`config.mk`:
```
export PLATFORM = sky130hd
export DESIGN_NAME = iir_filter_direct_form
export DESIGN_NICKNAME = d
export VERILOG_FILES = /design/src/rtl/iir_pkg.sv /design/src/rtl/iir_filter_direct_form.sv
export VERILOG_INCLUDE_DIRS = /design/src /design/src/rtl
export SDC_FILE = /design/constraint.sdc
export NUM_CORES = 2
export LEC_CHECK = 0
export BUFFER_PORTS_ARGS = -buffer_cell sky130_fd_sc_hd__buf_2
export CAP_MARGIN = 40
export CORE_ASPECT_RATIO = 2
export CORE_MARGIN = 5
export CORE_UTILIZATION = 65
export CTS_BUF_LIST = sky130_fd_sc_hd__clkbuf_4 sky130_fd_sc_hd__clkbuf_8
export DETAILED_ROUTE_END_ITERATION = 10
export GPL_TIMING_DRIVEN = 0
export PLACE_DENSITY = 0.82
export SETUP_SLACK_MARGIN = 0.1
export SLEW_MARGIN = 15
export SYNTH_ARGS = -nofsm -noshare
export SYNTH_HDL_FRONTEND = slang
export SYNTH_SLANG_ARGS = --single-unit
```
`constraint.sdc`:
```
create_clock -name clk -period 8.35 [get_ports clk]
set_clock_uncertainty 0.15 [all_clocks]
set_input_delay 1.2525 -clock clk [delete_from_list [all_inputs] [get_ports clk]]
set_output_delay 1.2525 -clock clk [all_outputs]
set_load 0.05 [all_outputs]
```
`src/rtl/iir_filter_direct_form_defines.svh`:
```
// ----------------------------------------------------------------------------
// IIR filter assertion macros
// Shared wrappers for the concurrent checks of the IIR filter RTL.
// ----------------------------------------------------------------------------
`ifndef IIR_FILTER_DIRECT_FORM_DEFINES_SVH
`define IIR_FILTER_DIRECT_FORM_DEFINES_SVH

// Check sampled on clk, off while rst is high.
`define IIR_ASSERT(lbl, prop, msg) \
  lbl: assert property (@(posedge clk) disable iff (rst) prop) else $error(msg);

// Check sampled on clk, active during reset as well.
`define IIR_ASSERT_ALWAYS(lbl, prop, msg) \
  lbl: assert property (@(posedge clk) prop) else $error(msg);

`endif

```
`src/rtl/iir_pkg.sv`:
```
// ----------------------------------------------------------------------------
// IIR filter package
// Widths, register defaults, register indexes and controller states.
// ----------------------------------------------------------------------------
package iir_pkg;

  localparam int TAPS      = 8;
  localparam int SAMPLE_W  = 16;
  localparam int GAIN_W    = 16;
  localparam int GAIN_FRAC = 15;
  localparam int TAPS_W    = 4;

  localparam int ADDR_W    = $clog2(TAPS);
  localparam int MEM_DEPTH = 1 << ADDR_W;
  localparam int CNT_W     = $clog2(TAPS);
  localparam int SUM_W     = SAMPLE_W + $clog2(TAPS);
  localparam int PROD_W    = GAIN_W + SUM_W;
  localparam int ACC_W     = PROD_W + 1;
  localparam int YFULL_W   = ACC_W - GAIN_FRAC;

  localparam int CFG_IDX_W = 2;
  localparam int CFG_W     = 16;

  localparam logic signed [GAIN_W-1:0] FF_GAIN_RST = GAIN_W'(3277);
  localparam logic signed [GAIN_W-1:0] FB_GAIN_RST = GAIN_W'(16384);
  localparam logic [TAPS_W-1:0]        TAPS_RST    = TAPS_W'(TAPS);

  localparam logic [SAMPLE_W-1:0] SAMPLE_MAX = {1'b0, {(SAMPLE_W-1){1'b1}}};
  localparam logic [SAMPLE_W-1:0] SAMPLE_MIN = {1'b1, {(SAMPLE_W-1){1'b0}}};

  typedef enum logic [CFG_IDX_W-1:0] {
    REG_FF_GAIN     = 2'd0,
    REG_FB_GAIN     = 2'd1,
    REG_TAPS_IN_USE = 2'd2,
    REG_UNUSED      = 2'd3
  } cfg_reg_t;

  typedef enum logic [4:0] {
    ST_IDLE = 5'b00001,
    ST_READ = 5'b00010,
    ST_MUL  = 5'b00100,
    ST_SUM  = 5'b01000,
    ST_FIN  = 5'b10000
  } state_t;

endpackage

```
`src/rtl/iir_filter_direct_form.sv`:
```
// ----------------------------------------------------------------------------
// IIR filter, direct form I
// Shared-coefficient IIR filter on a stream of signed Q1.15 samples.
// ----------------------------------------------------------------------------
// Input stream s_*: s_tdata[15:0] is the sample, s_tuser flags the start of a
// stream (clear both histories before filtering this sample). Output stream
// m_*: m_tdata[15:0] is the filtered, saturated sample, m_tuser is set when
// the result was clipped. One result leaves for every sample taken in.
// Configuration: cfg_index/cfg_data with cfg_valid/cfg_ready; index 0 is the
// feed-forward gain, 1 the feedback gain, 2 the tap count. Write only while
// the filter is idle; the port is always ready.
// Both histories sit in small memories with one read and one write port each,
// used as ring buffers. From its transfer to its result a sample passes, for
// K of 2 to 8 (K = effective tap count), through one read per past tap of the
// history memories and a drain of the reads, then multiply, subtract and
// round/saturate. A single tap skips the reads. The next sample is taken only
// once the result is written and the filter is back in idle, so it does not
// take a new sample while one is in process. A finished result waits in the
// output register; while the receiver stalls, the filter takes one more sample
// and holds it at the final stage. Reset clears the histories, restores the
// default gains and tap count, and leaves both streams empty.
// ----------------------------------------------------------------------------
`include "iir_filter_direct_form_defines.svh"

module iir_filter_direct_form (
  input  logic                              clk,
  input  logic                              rst,
  // input stream
  input  logic                              s_tvalid,
  output logic                              s_tready,
  input  logic [iir_pkg::SAMPLE_W-1:0]      s_tdata,   // [15:0] sample_in
  input  logic                              s_tuser,   // [0] start_of_stream
  // output stream
  output logic                              m_tvalid,
  input  logic                              m_tready,
  output logic [iir_pkg::SAMPLE_W-1:0]      m_tdata,   // [15:0] sample_out
  output logic                              m_tuser,   // [0] saturated
  // configuration writes
  input  logic                              cfg_valid,
  output logic                              cfg_ready,
  input  logic [iir_pkg::CFG_IDX_W-1:0]     cfg_index,
  input  logic [iir_pkg::CFG_W-1:0]         cfg_data
);

  localparam int SW = iir_pkg::SAMPLE_W;
  localparam int AW = iir_pkg::ADDR_W;

  // configuration
  logic signed [iir_pkg::GAIN_W-1:0] ff_gain;
  logic signed [iir_pkg::GAIN_W-1:0] fb_gain;
  logic [iir_pkg::TAPS_W-1:0]        taps_in_use;

  // control
  iir_pkg::state_t                   state;
  logic [AW-1:0]                     wp;
  logic [AW-1:0]                     rd_addr;
  logic [iir_pkg::CNT_W-1:0]         cnt;
  logic [iir_pkg::CNT_W-1:0]         nreads;
  logic                              rd_pend;
  logic                              rd_ok;
  logic [iir_pkg::MEM_DEPTH-1:0]     vld;

  // datapath
  logic signed [SW-1:0]              x;
  logic signed [iir_pkg::SUM_W-1:0]  sum_in;
  logic signed [iir_pkg::SUM_W-1:0]  sum_out;
  logic signed [iir_pkg::PROD_W-1:0] p_ff;
  logic signed [iir_pkg::PROD_W-1:0] p_fb;
  logic signed [iir_pkg::ACC_W-1:0]  acc;

  // history memories
  logic [SW-1:0] mem_in  [iir_pkg::MEM_DEPTH];
  logic [SW-1:0] mem_out [iir_pkg::MEM_DEPTH];
  logic [SW-1:0] rd_in;
  logic [SW-1:0] rd_out;

  logic                              in_xfer;
  logic                              out_free;
  logic                              rd_en;
  logic                              wr_en;
  logic [iir_pkg::TAPS_W-1:0]        k_eff;
  logic [iir_pkg::ACC_W-1:0]         rnd;
  logic [iir_pkg::YFULL_W-1:0]       y_full;
  logic                              y_sat;
  logic [SW-1:0]                     y;
  logic signed [iir_pkg::SUM_W-1:0]  add_in;
  logic signed [iir_pkg::SUM_W-1:0]  add_out;

  assign cfg_ready = 1'b1;
  assign s_tready  = (state == iir_pkg::ST_IDLE);
  assign in_xfer   = s_tvalid && s_tready;
  assign out_free  = !m_tvalid || m_tready;
  assign rd_en     = (state == iir_pkg::ST_READ) && (cnt < nreads);
  assign wr_en     = (state == iir_pkg::ST_FIN) && out_free;

  // clamp the tap count to 1..TAPS
  always_comb begin
    if (taps_in_use == '0) begin
      k_eff = iir_pkg::TAPS_W'(1);
    end else if (taps_in_use > iir_pkg::TAPS_W'(iir_pkg::TAPS)) begin
      k_eff = iir_pkg::TAPS_W'(iir_pkg::TAPS);
    end else begin
      k_eff = taps_in_use;
    end
  end

  // entries never written since the last clear read as zero
  assign add_in  = rd_ok ? {{(iir_pkg::SUM_W-SW){rd_in[SW-1]}}, rd_in} : '0;
  assign add_out = rd_ok ? {{(iir_pkg::SUM_W-SW){rd_out[SW-1]}}, rd_out} : '0;

  // round half up, then clip to the sample range
  assign rnd    = acc + (iir_pkg::ACC_W'(1) << (iir_pkg::GAIN_FRAC - 1));
  assign y_full = rnd[iir_pkg::ACC_W-1:iir_pkg::GAIN_FRAC];
  assign y_sat  = !((&y_full[iir_pkg::YFULL_W-1:SW-1]) ||
                    !(|y_full[iir_pkg::YFULL_W-1:SW-1]));

  always_comb begin
    if (!y_sat) begin
      y = y_full[SW-1:0];
    end else if (y_full[iir_pkg::YFULL_W-1]) begin
      y = iir_pkg::SAMPLE_MIN;
    end else begin
      y = iir_pkg::SAMPLE_MAX;
    end
  end

  // configuration registers
  always_ff @(posedge clk) begin
    if (rst) begin
      ff_gain     <= iir_pkg::FF_GAIN_RST;
      fb_gain     <= iir_pkg::FB_GAIN_RST;
      taps_in_use <= iir_pkg::TAPS_RST;
    end else if (cfg_valid && cfg_ready) begin
      unique case (iir_pkg::cfg_reg_t'(cfg_index))
        iir_pkg::REG_FF_GAIN:     ff_gain     <= cfg_data[iir_pkg::GAIN_W-1:0];
        iir_pkg::REG_FB_GAIN:     fb_gain     <= cfg_data[iir_pkg::GAIN_W-1:0];
        iir_pkg::REG_TAPS_IN_USE: taps_in_use <= cfg_data[iir_pkg::TAPS_W-1:0];
        default: ;
      endcase
    end
  end

  // history memories: one read and one write port each
  always_ff @(posedge clk) begin
    if (rd_en) begin
      rd_in  <= mem_in[rd_addr];
      rd_out <= mem_out[rd_addr];
    end
    if (wr_en) begin
      mem_in[wp]  <= x;
      mem_out[wp] <= y;
    end
  end

  // controller
  always_ff @(posedge clk) begin
    if (rst) begin
      state   <= iir_pkg::ST_IDLE;
      wp      <= '0;
      vld     <= '0;
      rd_pend <= 1'b0;
      m_tvalid <= 1'b0;
    end else begin
      if (wr_en) begin
        m_tvalid <= 1'b1;
      end else if (m_tvalid && m_tready) begin
        m_tvalid <= 1'b0;
      end
      unique case (state)
        iir_pkg::ST_IDLE: begin
          if (in_xfer) begin
            if (s_tuser) begin
              vld <= '0;
            end
            state   <= iir_pkg::ST_READ;
            rd_addr <= wp - AW'(1);
            cnt     <= '0;
            nreads  <= iir_pkg::CNT_W'(k_eff - iir_pkg::TAPS_W'(1));
            rd_pend <= 1'b0;
          end
        end
        iir_pkg::ST_READ: begin
          rd_pend <= rd_en;
          if (rd_en) begin
            rd_ok   <= vld[rd_addr];
            rd_addr <= rd_addr - AW'(1);
            cnt     <= cnt + iir_pkg::CNT_W'(1);
          end else if (!rd_pend) begin
            state <= iir_pkg::ST_MUL;
          end
        end
        iir_pkg::ST_MUL: begin
          state <= iir_pkg::ST_SUM;
        end
        iir_pkg::ST_SUM: begin
          state <= iir_pkg::ST_FIN;
        end
        iir_pkg::ST_FIN: begin
          if (out_free) begin
            vld[wp]  <= 1'b1;
            wp       <= wp + AW'(1);
            state    <= iir_pkg::ST_IDLE;
          end
        end
        default: begin
          state <= iir_pkg::ST_IDLE;
        end
      endcase
    end
  end

  // datapath registers
  always_ff @(posedge clk) begin
    if (in_xfer) begin
      x       <= s_tdata;
      sum_in  <= {{(iir_pkg::SUM_W-SW){s_tdata[SW-1]}}, s_tdata};
      sum_out <= '0;
    end else if ((state == iir_pkg::ST_READ) && rd_pend) begin
      sum_in  <= sum_in + add_in;
      sum_out <= sum_out + add_out;
    end
    if (state == iir_pkg::ST_MUL) begin
      p_ff <= ff_gain * sum_in;
      p_fb <= fb_gain * sum_out;
    end
    if (state == iir_pkg::ST_SUM) begin
      acc <= {p_ff[iir_pkg::PROD_W-1], p_ff} - {p_fb[iir_pkg::PROD_W-1], p_fb};
    end
    if (wr_en) begin
      m_tdata <= y;
      m_tuser <= y_sat;
    end
  end

  `IIR_ASSERT(a_xfer_starts_read, in_xfer |=> (state == iir_pkg::ST_READ),
              "sample transfer did not start the history read")
  `IIR_ASSERT(a_read_bound, (state == iir_pkg::ST_READ) |-> (cnt <= nreads),
              "history read ran past the tap count")
  `IIR_ASSERT(a_write_loads_out, wr_en |=> m_tvalid,
              "history write without a result in the output register")
  `IIR_ASSERT(a_wp_step, wr_en |=> (wp == AW'($past(wp) + AW'(1))),
              "write pointer did not advance by one")
  `IIR_ASSERT(a_sat_value, (m_tvalid && m_tuser) |->
              ((m_tdata == iir_pkg::SAMPLE_MAX) || (m_tdata == iir_pkg::SAMPLE_MIN)),
              "saturation flag on an unclipped value")
  `IIR_ASSERT_ALWAYS(a_rst_idle, rst |=> (!m_tvalid && s_tready),
                     "filter not idle after reset")

endmodule

```
; Yosys cells after proc, flatten, opt, wreduce, memory -nomap -nowiden
; Memories as Yosys holds them, arrays and structs flattened. A register that Yosys moved wholly into a read port is not among the register bits.
; Cells that the tools add are included.
[classes]
add_sub_neg = 9
n_mul = 2
magnitude_cmp = 5
n_eq_ne = 13
muxes = 33
bitwise = 2
n_reduce_logical = 29
[op_table]
columns = op, count
row1 = two-way mux 19 bit, 4
row2 = multiplier 16 x 19 -> 35 bit, 2
row3 = adder 19 bit, 2
row4 = "adder 36 x 16 -> 36 bit, second input constant", 1
row5 = subtractor 35 x 35 -> 36 bit, 1
row6 = two-way mux 16 bit, 2
row7 = one-hot mux 5 bit (5 select lines), 1
row8 = two-way mux 8 bit, 3
row9 = two-way mux 5 bit, 4
row10 = two-way mux 3 bit, 6
row11 = one-hot mux 8 bit (2 select lines), 1
row12 = one-hot mux 3 bit (2 select lines), 2
row13 = AND reduction 4 bit, 3
row14 = AND reduction 2 bit, 5
row15 = "subtractor 3 x 1 -> 3 bit, second input constant", 3
row16 = "less-than comparator 3 x 4 -> 1 bit, second input constant", 2
row17 = "!= test 2 bit, second input constant", 4
row18 = bitwise OR 8 bit, 1
row19 = nonzero test 2 bit, 4
row20 = two-way mux 1 bit, 7
row21 = "adder 3 x 1 -> 3 bit, second input constant", 2
row22 = logical AND 1 bit, 6
row23 = AND reduction 3 bit, 2
row24 = AND reduction 6 bit, 1
row25 = other kinds (20), 24
[totals]
ff_bits = 241
ram_bits = 256
inputBits = 40
output_inout_bits = 20
elab_cells = 115
mem_count = 2
[memory_table]
columns = name, words, width, read_ports, rd_clocked_by_memory_dff, write_ports, line_no
row1 = mem_in, 8, 16, 1, 1, 1, iir_filter_direct_form.sv:72  ; logic [SW-1:0] mem_in [iir_pkg::MEM_DEPTH];
row2 = mem_out, 8, 16, 1, 1, 1, iir_filter_direct_form.sv:73  ; logic [SW-1:0] mem_out [iir_pkg::MEM_DEPTH];

; Longest topological paths before layout
[logic_depth]
ltp_word = 7
ltp_mapped = 25
ltp_nobuf = 22

; Worst setup path before layout
; OpenSTA, ideal clock, no wires.
[synth_timing]
path_type = reg-to-reg
from = reg state[0]
to = reg p_fb[0] (netlist name), enable pin
setup_time_ns = 0.602
t_arrival_ns = 5.913
required_ns = 7.598
path_slack_ns = 1.684
stages_incl_launch_ff = 3
path_buffers = 0
synth_period_minus_slack_ns = 6.666
path_cell_list = dfxtp_1 -> or3_1 -> nor3b_1
[synth_via]
elab_chain_cells = 1
[synth_lines]
columns = element, line_no
row1 = from (decl), iir_filter_direct_form.sv:54  ; iir_pkg::state_t state;
row2 = from (signal assigned), iir_filter_direct_form.sv:158  ; state <= iir_pkg::ST_IDLE;
row3 = from (signal assigned), iir_filter_direct_form.sv:175  ; state <= iir_pkg::ST_READ;
row4 = from (signal assigned), iir_filter_direct_form.sv:189  ; state <= iir_pkg::ST_MUL;
row5 = == test 5 x 3 -> 1 bit, iir_filter_direct_form.sv:222  ; if (state == iir_pkg::ST_MUL) begin
row6 = to (signal assigned), iir_filter_direct_form.sv:224  ; p_fb <= fb_gain * sum_out;
row7 = to (decl), iir_filter_direct_form.sv:68  ; logic signed [iir_pkg::PROD_W-1:0] p_fb;
; No other way between the ends.
; A chain may end at the register's enable or synchronous reset.

; Worst setup path in the final report
[layout_timing]
from = reg sum_out[18] (netlist name)
to = reg p_fb[34] (netlist name) (data pin)
[layout_via]
elab_chain_cells = 1
[layout_lines]
columns = element, line_no
row1 = from (decl), iir_filter_direct_form.sv:66  ; logic signed [iir_pkg::SUM_W-1:0] sum_out;
row2 = from (signal assigned), iir_filter_direct_form.sv:220  ; sum_out <= sum_out + add_out;
row3 = multiplier 16 x 19 -> 35 bit, iir_filter_direct_form.sv:224
; No other way between the ends.

==> impl_metrics.toml <==
[outcome]
outcome = "complete, no violations"

[die]
start_util_pct = 65.5
io_pins = 60
die_h_um = 379
std_cell_rows = 135
die-area_um2 = 73900
die_width_um = 195
core_area_um2 = 67700

[cts]
insertion_delay_ns = 0.68
cts_resized = 1
max-clock-path-buffers = 3
cts_sinks = 515
cts_root_buf = "clkbuf_8"
post_cts_buffers = 0
cts_buffers = 72
cts_tree = "built"
cts_hold_buffers = 0
clk_pin_slew_ns = 0.07
htree_levels = 3

[sta]
slew_headroom_pct = 33.9
rsz0062_at_grt = "false"
setup_viol = 0
worstMarginPinSlew_ns = 0.992
fin_crit_sh_pct = 97.2
hold_viol = 0
fin_crit_ns = 8.11
fmax_mhz = 123
maxSlewViolCount = 0

[layout]
drive_gt1_share_pct = 8.86
area_growth_pct = 7.85
post-route-util_pct = 70.6
final_cell_mix = "723 x inv_1, 610 x fa_1, 446 x nand2_1"
final_common_cell = "inv_1"
nets = 5035

[placed_design]
gp_congestion = 1.02
dp_hpwl_um = 96700
port_buffers = 58

[synthesis]
synthSimpleGateAreaFrac_pct = 12.1
synthMuxAreaShare_pct = 4.35
yosys_warnings = 0
ys_top_cells_by_area = "edfxtp_1 30%, fa_1 28%, ha_1 7.1%, inv_1 6.1%, and2_1 4.6%"
synthXorXnorAreaFrac_pct = 2.80
syn_avg_cell_area_um2 = 11.2
synth-seq-cells = 515
synth_compound_area_share_pct = 5.42
synth.distinct_cells = 84
synth_edf_count = 442
synth_ff_type = "edfxtp_1"
syn_area_um2 = 44400
synth_top_family_by_area = "adder cells"
yosys.area.top_type = "edfxtp_1"
syn_inst = 3964
ys_seq_area_share_pct = 33.2
synth_top_area_share_pct = 29.9
synth_fa_ha_area_share_pct = 34.7
synthArstFlopShare_pct = 0
syn-num-nets = 4867

[worst_setup_path]
r2r_slack_ns = 0.24
path_class = "reg -> reg"
arrival_ns = 8.36
r2r-start = "sum_out[18]$_SDFFE_PP0P_"
cp-start-kind = "flop"
cp.required_ns = 8.59
r2r-end = "p_fb[34]$_DFFE_PN_"
worstSetupEndpointType = "flop"
rr_worst_depth = 23
crit_path_max_fanout = 10

[routing]
drtAntennaViolNets = 0
drt_iter0_drc = 2427
dr.pass1.iters = 7
dr_total_vias = 30900
drt_wl_total_um = 122000
wire_per_inst_um = 23.9
drc = 0
routed_via_density = 6.08

[global_routing]
grtUsageMet1_pct = 33.0
use_met3_pct = 6.19
grt_pass1_wl_um = 186000
grt_antenna_before_repair = 2
grt.total_usage_pct = 33.5
met2_usage_pct = 59.4
grt_pass1_vias = 33800
grt_max_degree = 33
busiest_layer = "met2"
overflow = 0

[worst_hold_path]
hp-class = "reg -> reg"
min_path_cells = 2
min-delay-start = "vld[3]$_SDFFE_PP0P_"
holdPathEnd = "vld[3]$_SDFFE_PP0P_"

[flow_run]
cap_violations = 0
[flip-flops by register name (all words and copies together), names as in the netlist, 5 cells and up]
name     count
mem_in     128
mem_out    128
p_fb        35
p_ff        35
acc         22
sum_in      19
sum_out     19
fb_gain     16
ff_gain     16
m_tdata     16
rd_in       16
rd_out      16
x           16
vld          8
state        5
[kinds of logic (layout without fill, tap and decap cells)]
kind of cell    Yosys count  count (layout)
mux                     106             106
compound gates          376             376
flops                   515             515
fa+ha+maj               863             863
xor+xnor                141             141
simple gates           1085            1085
other cells               1               5
buf+inv                 877            1100
[critical path: stages (launching register included)]
cell and delay [ns]:
dfxtp_1 0.61, clkbuf_1 0.52, nand2_1 0.19, inv_1 0.16, fa_1 0.42, inv_1 0.09
fa_1 0.43, fa_1 0.56, inv_1 0.07, fa_1 0.49, fa_1 0.49, inv_1 0.05
fa_1 0.54, inv_1 0.07, ha_1 0.34, a21o_1 0.20, a221oi_1 0.58, o21a_1 0.26
o311ai_1 0.23, a221o_1 0.53, a311oi_2 0.30, o31ai_1 0.13, a21oi_1 0.27, xnor2_1 0.14
[synthesized netlist by cell type (61+ instances only)]
library cell    n
a21oi_1       137
and2_1        326
clkbuf_1      137
dfxtp_1        73
edfxtp_1      442
fa_1          610
ha_1          253
inv_1         724
mux4_2         66
nand2_1       446
nor2_1        129
o21ai_0        61
xnor2_1        94
[stage by stage]
step                      area (um^2)  instances  setup slack [ns]  hold slack [ns]  TNS, ns
after floorplan                 44400       3964              1.68            0.281        0
after CTS                       47800       5075             0.288            0.328        0
final                           47800       5081             0.237            0.329        0
after global placement          45800       4912            -0.872            0.295   -61.68
after detailed placement        46300       4946             0.198            0.309        0
after global routing            47800       5078             0.101            0.358        0
[how the worst max path moves through the flow]
| stage | startpoint | end | cells past startpoint |
|---|---|---|---|
| after floorplan | state[0]$_SDFFE_PP1P_ | p_fb[0]$_DFFE_PN_ | 2 |
| after CTS | sum_out[5]$_SDFFE_PP0P_ | p_fb[34]$_DFFE_PN_ | 21 |
| after global routing | sum_out[18]$_SDFFE_PP0P_ | p_fb[34]$_DFFE_PN_ | 23 |
| final | sum_out[18]$_SDFFE_PP0P_ | p_fb[34]$_DFFE_PN_ | 23 |
| after global placement | state[0]$_SDFFE_PP1P_ | p_fb[7]$_DFFE_PN_ | 2 |
| after detailed placement | sum_in[18]$_DFFE_PP_ | p_ff[33]$_DFFE_PN_ | 22 |
[per-layer routing]
metal	wire [um]	up-vias	share of wire, %
met2	62500	1603	51
met1	36000	15500	30
met4	14200	0	12
met3	8840	739	7.3
met5	0	-	0
li1	-	13100	-
[final cells by class]
class	instances	area, um^2
clock inverters	33	323
well taps	890	1110
inverters	727	2730
fillers	4755	19900
plain buffers	149	578
clock buffers	96	1190
flip-flops and latches	515	14700
diodes	4	10.0
multi-input cells	2572	26400
repair buffers	95	766
Power is left out: the tool's default activity adds up to more than one toggle a clock period on the data nets, which glitch-free logic cannot reach.
